--- src/rtl/core/ccim_pkg.sv ---
`default_nettype none
// ----------------------------------------------------------------------------
// ccim_pkg
// Shared types, constants and byte helpers of the chunked case-insensitive
// matcher.
// ----------------------------------------------------------------------------

package ccim_pkg;

   localparam int unsigned MaxNeedle  = 16;
   localparam int unsigned HistDepth  = MaxNeedle - 1;
   localparam int unsigned FillWidth  = $clog2(HistDepth + 1);
   localparam int unsigned LenWidth   = 5;
   localparam int unsigned ChunkWidth = 25;
   localparam int unsigned PosWidth   = 24;
   localparam int unsigned AddrWidth  = 5;
   localparam int unsigned DataWidth  = 64;

   localparam logic [ChunkWidth-1:0] DefaultChunk = 25'd262144;
   localparam logic [ChunkWidth-1:0] LargestChunk = 25'd16777216;

   typedef logic [7:0] char_type;

   localparam char_type CharTab   = 8'h09;
   localparam char_type CharLf    = 8'h0a;
   localparam char_type CharCr    = 8'h0d;
   localparam char_type CharSpace = 8'h20;
   localparam char_type CharDel   = 8'h7f;
   localparam char_type CharHigh  = 8'h80;
   localparam char_type CharUpA   = 8'h41;
   localparam char_type CharUpZ   = 8'h5a;
   localparam char_type CaseShift = 8'h20;

   typedef enum logic [1:0] {
      RegNeedleLow  = 2'd0,
      RegNeedleHigh = 2'd1,
      RegNeedleLen  = 2'd2,
      RegChunkBytes = 2'd3
   } reg_index_type;

   function automatic char_type fold_char(input char_type c);
      if (c inside {[CharUpA:CharUpZ]}) begin
         return c + CaseShift;
      end
      return c;
   endfunction

   function automatic char_type clean_char(input char_type c);
      if (c inside {CharTab, CharLf, CharCr, [CharSpace:CharDel - 8'd1],
                    [CharHigh:8'hff]}) begin
         return c;
      end
      return CharSpace;
   endfunction

endpackage

`default_nettype wire

--- src/rtl/core/chunked_case_insensitive_matcher_unit.sv ---
// Only file_last requests give a response, via the input and response registers.
// Throughput: one byte per cycle; the history shift register and the 16 parallel
// byte compares sit between the input register and the response register.
// The input register keeps taking requests while a response waits on rsp_stall
// unless it holds a file_last byte itself.
// Reset (synchronous): configuration to defaults, window, position and hit cleared.
`default_nettype none
// ----------------------------------------------------------------------------
// chunked_case_insensitive_matcher_unit
// Streams file bytes, cleans and case-folds them, and searches each chunk for
// the configured needle; reports a sticky hit flag with the last byte.
// ----------------------------------------------------------------------------

module chunked_case_insensitive_matcher_unit (
   input  wire logic                            clock,
   input  wire logic                            reset,
   input  wire logic                            req_valid,
   output logic                                 req_stall,
   input  wire logic [7:0]                      req_data_byte,
   input  wire logic                            req_file_last,
   output logic                                 rsp_valid,
   input  wire logic                            rsp_stall,
   output logic                                 rsp_file_hit,
   input  wire logic                            psel,
   input  wire logic                            penable,
   input  wire logic                            pwrite,
   input  wire logic [ccim_pkg::AddrWidth-1:0]  paddr,
   input  wire logic [ccim_pkg::DataWidth-1:0]  pwdata,
   output logic      [ccim_pkg::DataWidth-1:0]  prdata,
   output logic                                 pready
);

   // configuration
   logic [63:0]                        needle_low_ff, needle_low_in;
   logic [63:0]                        needle_high_ff, needle_high_in;
   logic [ccim_pkg::LenWidth-1:0]      needle_len_ff, needle_len_in;
   logic [ccim_pkg::ChunkWidth-1:0]    chunk_bytes_ff, chunk_bytes_in;
   ccim_pkg::reg_index_type            reg_sel;
   logic                               cfg_write;

   // input register
   logic                               s1_valid_ff, s1_valid_in;
   ccim_pkg::char_type                 s1_data_ff, s1_data_in;
   logic                               s1_last_ff, s1_last_in;

   // search state
   ccim_pkg::char_type                 hist_ff [ccim_pkg::HistDepth];
   ccim_pkg::char_type                 hist_in [ccim_pkg::HistDepth];
   logic [ccim_pkg::FillWidth-1:0]     fill_ff, fill_in;
   logic [ccim_pkg::PosWidth-1:0]      pos_ff, pos_in;
   logic                               hit_seen_ff, hit_seen_in;

   // response register
   logic                               rsp_valid_ff, rsp_valid_in;
   logic                               rsp_hit_ff, rsp_hit_in;

   logic                               req_accept;
   logic                               s1_blocked;
   logic                               s1_advance;
   ccim_pkg::char_type                 cur;
   ccim_pkg::char_type                 needle_fold [ccim_pkg::MaxNeedle];
   ccim_pkg::char_type                 win         [ccim_pkg::MaxNeedle];
   logic [ccim_pkg::MaxNeedle-1:0]     pos_ok;
   logic [ccim_pkg::LenWidth-1:0]      tgt_idx     [ccim_pkg::MaxNeedle];
   logic                               len_ok;
   logic                               match;
   logic                               hit_now;
   logic [ccim_pkg::ChunkWidth-1:0]    chunk_eff;
   logic [ccim_pkg::ChunkWidth-1:0]    pos_next;
   logic                               chunk_end;

   assign reg_sel   = ccim_pkg::reg_index_type'(paddr[4:3]);
   assign cfg_write = psel && penable && pwrite;
   assign pready    = 1'b1;

   always_comb begin
      needle_low_in  = needle_low_ff;
      needle_high_in = needle_high_ff;
      needle_len_in  = needle_len_ff;
      chunk_bytes_in = chunk_bytes_ff;
      if (cfg_write) begin
         case (reg_sel)
            ccim_pkg::RegNeedleLow:  needle_low_in  = pwdata;
            ccim_pkg::RegNeedleHigh: needle_high_in = pwdata;
            ccim_pkg::RegNeedleLen:  needle_len_in  = pwdata[ccim_pkg::LenWidth-1:0];
            ccim_pkg::RegChunkBytes: chunk_bytes_in = pwdata[ccim_pkg::ChunkWidth-1:0];
            default: ;
         endcase
      end
   end

   always_comb begin
      case (reg_sel)
         ccim_pkg::RegNeedleLow:  prdata = needle_low_ff;
         ccim_pkg::RegNeedleHigh: prdata = needle_high_ff;
         ccim_pkg::RegNeedleLen:
            prdata = {{(ccim_pkg::DataWidth - ccim_pkg::LenWidth){1'b0}}, needle_len_ff};
         ccim_pkg::RegChunkBytes:
            prdata = {{(ccim_pkg::DataWidth - ccim_pkg::ChunkWidth){1'b0}}, chunk_bytes_ff};
         default: prdata = '0;
      endcase
   end

   // handshake
   assign s1_blocked = s1_last_ff && rsp_valid_ff && rsp_stall;
   assign s1_advance = s1_valid_ff && !s1_blocked;
   assign req_stall  = s1_valid_ff && s1_blocked;
   assign req_accept = req_valid && !req_stall;

   always_comb begin
      s1_valid_in = s1_valid_ff;
      s1_data_in  = s1_data_ff;
      s1_last_in  = s1_last_ff;
      if (req_accept) begin
         s1_valid_in = 1'b1;
         s1_data_in  = req_data_byte;
         s1_last_in  = req_file_last;
      end else if (s1_advance) begin
         s1_valid_in = 1'b0;
      end
   end

   // compare
   assign cur = ccim_pkg::fold_char(ccim_pkg::clean_char(s1_data_ff));

   always_comb begin
      for (int j = 0; j < ccim_pkg::MaxNeedle; j++) begin
         if (j < 8) begin
            needle_fold[j] = ccim_pkg::fold_char(needle_low_ff[8*j +: 8]);
         end else begin
            needle_fold[j] = ccim_pkg::fold_char(needle_high_ff[8*(j-8) +: 8]);
         end
      end
   end

   always_comb begin
      win[0] = cur;
      for (int m = 1; m < ccim_pkg::MaxNeedle; m++) begin
         win[m] = hist_ff[m-1];
      end
   end

   always_comb begin
      for (int m = 0; m < ccim_pkg::MaxNeedle; m++) begin
         tgt_idx[m] = needle_len_ff - ccim_pkg::LenWidth'(m + 1);
         pos_ok[m]  = (ccim_pkg::LenWidth'(m) >= needle_len_ff) ||
                      (win[m] == needle_fold[tgt_idx[m][3:0]]);
      end
   end

   assign len_ok = (needle_len_ff != '0) &&
                   (needle_len_ff <= ccim_pkg::LenWidth'(ccim_pkg::MaxNeedle)) &&
                   ({1'b0, fill_ff} + 5'd1 >= needle_len_ff);
   assign match   = len_ok && (&pos_ok);
   assign hit_now = hit_seen_ff || match;

   // chunk bookkeeping
   always_comb begin
      if (chunk_bytes_ff == '0) begin
         chunk_eff = ccim_pkg::DefaultChunk;
      end else if (chunk_bytes_ff > ccim_pkg::LargestChunk) begin
         chunk_eff = ccim_pkg::LargestChunk;
      end else begin
         chunk_eff = chunk_bytes_ff;
      end
   end

   assign pos_next  = {1'b0, pos_ff} + 25'd1;
   assign chunk_end = pos_next >= chunk_eff;

   always_comb begin
      hist_in      = hist_ff;
      fill_in      = fill_ff;
      pos_in       = pos_ff;
      hit_seen_in  = hit_seen_ff;
      rsp_hit_in   = rsp_hit_ff;
      rsp_valid_in = rsp_valid_ff && rsp_stall;
      if (s1_advance) begin
         hist_in[0] = cur;
         for (int m = 1; m < ccim_pkg::HistDepth; m++) begin
            hist_in[m] = hist_ff[m-1];
         end
         if (fill_ff != ccim_pkg::FillWidth'(ccim_pkg::HistDepth)) begin
            fill_in = fill_ff + 1'b1;
         end
         pos_in      = pos_next[ccim_pkg::PosWidth-1:0];
         hit_seen_in = hit_now;
         if (chunk_end || s1_last_ff) begin
            fill_in = '0;
            pos_in  = '0;
         end
         if (s1_last_ff) begin
            hit_seen_in  = 1'b0;
            rsp_valid_in = 1'b1;
            rsp_hit_in   = hit_now;
         end
      end
   end

   assign rsp_valid    = rsp_valid_ff;
   assign rsp_file_hit = rsp_hit_ff;

   always_ff @(posedge clock) begin
      if (reset) begin
         needle_low_ff  <= '0;
         needle_high_ff <= '0;
         needle_len_ff  <= '0;
         chunk_bytes_ff <= ccim_pkg::DefaultChunk;
         s1_valid_ff    <= 1'b0;
         fill_ff        <= '0;
         pos_ff         <= '0;
         hit_seen_ff    <= 1'b0;
         rsp_valid_ff   <= 1'b0;
      end else begin
         needle_low_ff  <= needle_low_in;
         needle_high_ff <= needle_high_in;
         needle_len_ff  <= needle_len_in;
         chunk_bytes_ff <= chunk_bytes_in;
         s1_valid_ff    <= s1_valid_in;
         fill_ff        <= fill_in;
         pos_ff         <= pos_in;
         hit_seen_ff    <= hit_seen_in;
         rsp_valid_ff   <= rsp_valid_in;
      end
   end

   always_ff @(posedge clock) begin
      s1_data_ff <= s1_data_in;
      s1_last_ff <= s1_last_in;
      hist_ff    <= hist_in;
      rsp_hit_ff <= rsp_hit_in;
   end

`ifndef SYNTHESIS
   a_rsp_from_last: assert property (@(posedge clock) disable iff (reset)
      $rose(rsp_valid_ff) |-> $past(s1_valid_ff && s1_last_ff))
      else $error("response raised without a file_last request");

   a_file_end_clears: assert property (@(posedge clock) disable iff (reset)
      (s1_advance && s1_last_ff) |=> (!hit_seen_ff && fill_ff == '0 && pos_ff == '0))
      else $error("file end did not clear search state");

   a_stall_cause: assert property (@(posedge clock) disable iff (reset)
      req_stall |-> (rsp_valid_ff && rsp_stall && s1_last_ff))
      else $error("request stalled without a held response");
`endif

endmodule

`default_nettype wire

--- config.mk ---
export PLATFORM = sky130hd
export DESIGN_NAME = chunked_case_insensitive_matcher_unit
export DESIGN_NICKNAME = d
export VERILOG_FILES = /design/src/rtl/core/ccim_pkg.sv /design/src/rtl/core/chunked_case_insensitive_matcher_unit.sv
export SDC_FILE = /design/constraint.sdc
export NUM_CORES = 1
export LEC_CHECK = 0
export BUFFER_PORTS_ARGS = -buffer_cell sky130_fd_sc_hd__clkbuf_2
export CAP_MARGIN = 15
export CORE_UTILIZATION = 25
export DETAILED_ROUTE_END_ITERATION = 12
export PLACE_DENSITY = 0.5
export SLEW_MARGIN = 30
export SYNTH_ARGS = -nofsm -noshare
export SYNTH_HDL_FRONTEND = slang
export SYNTH_SLANG_ARGS = --single-unit
--- constraint.sdc ---
create_clock -name clock -period 5.5 [get_ports clock]
set_input_delay 1.1 -clock clock [delete_from_list [all_inputs] [get_ports clock]]
set_output_delay 1.1 -clock clock [all_outputs]
set_load 0.02 [all_outputs]
==> impl_metrics.ini <==
[die]
pin_count = 153
coreArea_um2 = 108000
die_h_um = 332
initial_utilization_pct = 25.3
die_area_um2 = 110000
die_x_um = 332
std_cell_rows = 120

[power_and_ir_drop]
netSwitchingFraction_pct = 28.5
irDropWorstVdd_mv = 0.253
p_clk_share_pct = 42.8
combPwrFrac_pct = 12.5
cellPowerDensity_nw_per_um2 = 186
seq_power_share_pct = 44.7
fin_total_pwr_w = 0.00585
p_switching_w = 0.00167
leakage_nw = 11.1
p_int_w = 0.00418

[grt]
overflow = 0
grt_max_degree = 123
track_usage_pct = 23.6
grt_pass1_wl_um = 187000
antenna_found_initial = 7
grt_pass1_vias = 24500

[drt]
drt_iter0_markers = 3085
avgViaCountPerCell = 5.84
wire_per_inst_um = 29.6
drc = 0
vias = 26600
wl_um = 134000
drtPass1Iterations = 6
drtAntennaViolNets = 0

[layout]
drive_gt1_share_pct = 21.1
finish.utilization_pct = 29.2
instances_no_fill = 4547
area_delta_synth_final_pct = 15.3
fin_nets = 3257

[sta]
fin_setup_tns_ns = 0
maxSlewHeadroom_pct = 29.9
fin_crit_sh_pct = 93.9
rsz0062_at_grt = no
fmax_mhz = 194
finalCriticalPeriod_ns = 5.17
setup_violations = 0
drv_slew = 0
tightest_slew_ns = 1.02
final_hold_viol_count = 0
finClkSkew_ns = 0.0289
setup_ws_ns = 0.335

[min_path]
worstHoldPathType = reg2reg
min_delay_path_depth = 0
hold_end = hist_ff[75]
worstHoldStart = hist_ff[83]

[worst_setup_path]
critical_path_required_ns = 5.90
crit_family = simple AND/OR/NAND/NOR gates
path_class = reg2reg
r2r-end = rsp_file_hit
r2r-start = needle_len_ff[0]
cp_max_fo = 87
cp.buffers_inverters = 3
max_stage_delay_ns = 0.81
r2r.worst_path.cells = 13
cp.arrival_ns = 5.56
r2r_setup_slack_ns = 0.33
crit_chain = buf_4 -> buf_12 -> nor2b_1 -> a22oi_1 -> a32o_1 -> a211oi_1 -> xnor2_1 -> nor4_1 -> a41oi_1 -> nor4_2 -> buf_4 -> nand2_1 -> o31ai_2
worstSetupStartpointType = flip-flop
end_kind = flip-flop
crit_slowest_cell = nor2b_1
crit_top_cell = buf_4

[synthesis]
synthFlopType = dfxtp_1
synth-seq-area-share_pct = 28.2
synth_edf_count = 130
synth_area_leader_cell = mux4_2
yosysUniqueCellTypes = 97
synth_fp_nets = 3170
ys_seq_elements = 319
syn_inst = 3024
avgSynthCellArea_um2 = 9.00
synth.top_cell.area_share_pct = 17.0
ys_top_cells_by_area = mux4_2 (17%), edfxtp_1 (14%), dfxtp_1 (14%)
netlist_area_um2 = 27200
yosys_warnings = 0
synth-async-reset-ratio_pct = 0

[place]
numPlacedInstances = 4468
dp_slack_ns = 0.446
io_buffer_count = 148
finalWeightedCongestion = 1.03
dp_hpwl_um = 105000

[clock_network]
cts_buffers = 40
ctsHtreeMaxLevel = 2
clkSinkCount = 319
holdBufCountCts = 0
cts.repair.resized = 0
insertion_delay_ns = 0.60
cts_tree = built
post_cts_buffers = 0
root_buffer = clkbuf_16
cts_buffer_depth = 3
cts.clk_slew.worst_paths_ns = 0.06

[status]
status = finished clean

[flow_run]
maxCapViolations = 0
==> power groups by stage <==
stage	combinational (W)	sequential, W	clock, W
2_1_floorplan	0.000443	0.00262	0
3_3_place_gp	0.000712	0.00266	0
3_5_place_dp	0.000713	0.00266	0
4_1_cts	0.000715	0.00261	0.00255
5_1_grt	0.000768	0.00262	0.00264
6_report	0.000731	0.00261	0.00250
==> per-layer routing <==
layer / GRT usage (%) / vias to the layer above / share of wire (%)
li1: - / 11500 / -
met1: 30.7 / 13200 / 40
met4: 10.4 / 6 / 5.1
met3: 5.86 / 321 / 10
met2: 36.8 / 1535 / 45
met5: 0 / - / 0.030
==> layout make-up <==
type / instances / area (um2)
antenna: 3 / 7.51
clock buffer: 51 / 1070
clock inverter: 21 / 130
fill: 11500 / 76100
inverter: 39 / 149
multi-input combinational: 2390 / 18400
sequential: 319 / 7700
tap: 1403 / 1760
timing repair buffer: 321 / 2150
==> synth_stat cells (8+ instances only) <==
library cell and count:
buf_2 43, dfxtp_1 189, or4_1 19, o221a_2 9
o211ai_1 43, nor4_1 21, nand3_1 89, xnor2_1 111
a31oi_1 24, nor3_1 50, nand4_1 23, o22ai_1 32
mux2_2 12, a21oi_1 230, clkbuf_1 202, a21o_1 21
o32ai_1 8, nand2b_1 21, xor2_1 68, buf_1 28
mux2i_1 171, o311ai_0 10, o21a_1 16, a211oi_1 28
inv_1 36, ha_1 61, o21ai_0 96, nor2_1 184
a221oi_1 12, and3_1 19, or2_2 10, nor2b_1 26
a22oi_1 15, nand3b_1 13, nand2_1 526, o31ai_1 25
or3_1 19, o2111ai_1 10, edfxtp_1 130, mux4_2 205
and2_1 12, o221ai_1 16
==> worst max path at each step <==
stage / start / to / slack, ns / cells after the start
finish: needle_len_ff[0] / rsp_file_hit / 0.33 / 13
global route: needle_len_ff[1] / rsp_file_hit / 0.17 / 16
CTS: needle_len_ff[1] / rsp_file_hit / 0.43 / 16
detailed placement: needle_len_ff[1] / rsp_file_hit / 0.45 / 15
global placement: needle_len_ff[1] / rsp_file_hit / 0.37 / 15
floorplan: needle_len_ff[1] / rsp_file_hit / 0.06 / 20
==> cell usage in the layout (no fill, tap or decap), drive strengths merged, types with 17 or more instances in the layout <==
cell type and instances:
nand3 89, edfxtp 130, a31oi 24, xnor2 111, a21oi 230, mux4 205
o22ai 32, o211ai 43, nor2b 26, inv 42, mux2i 171, and3 19
nand2b 21, ha 61, o31ai 26, xor2 69, or3 19, or4 20
nor2 184, o221ai 17, dfxtp 189, nand4 23, clkbuf 197, a21o 22
nor4 22, buf 175, nand2 526, o21ai 100, nor3 50, a211oi 28
==> registers in the layout, summed over array words and instances (netlist names) <==
register,flops
s1_valid_ff,1
s1_data_ff,8
chunk_bytes_ff,25
hit_seen_ff,1
s1_last_ff,1
rsp_valid,1
pos_ff,24
needle_len_ff,5
needle_high_ff,64
needle_low_ff,64
fill_ff,4
hist_ff,120
rsp_file_hit,1
==> stage by stage <==
| stage | instance area [um2] | hold slack (ns) |
|---|---|---|
| after floorplan | 27200 | 0.432 |
| after global placement | 30200 | 0.454 |
| final | 31400 | 0.472 |
| after CTS | 31400 | 0.475 |
| after global routing | 31400 | 0.487 |
| after detailed placement | 30200 | 0.459 |
==> worst reg2reg max path, delay by kind of cell, from the launching register on <==
family	cells	cell delay [ns]
compound gates	5	1.69
xor+xnor	1	0.21
buf+inv	3	0.90
flops	1	0.34
simple gates	4	1.84
==> logic make-up (layout without fill, tap and decap cells) <==
logic type	after synthesis	after routing	synth area share [%]
and+or+nand+nor	1058	1058	17.5
AOI/OAI and AO/OA	702	702	17.3
muxes	388	388	23.7
DFF	319	319	28.2
buffers and inverters	315	432	4.60
xor gates and xnor gates	180	180	5.82
adders and majority gates	61	61	2.80
other	1	4	0.0138
No activity file was read; power rests on OpenSTA's default activity.
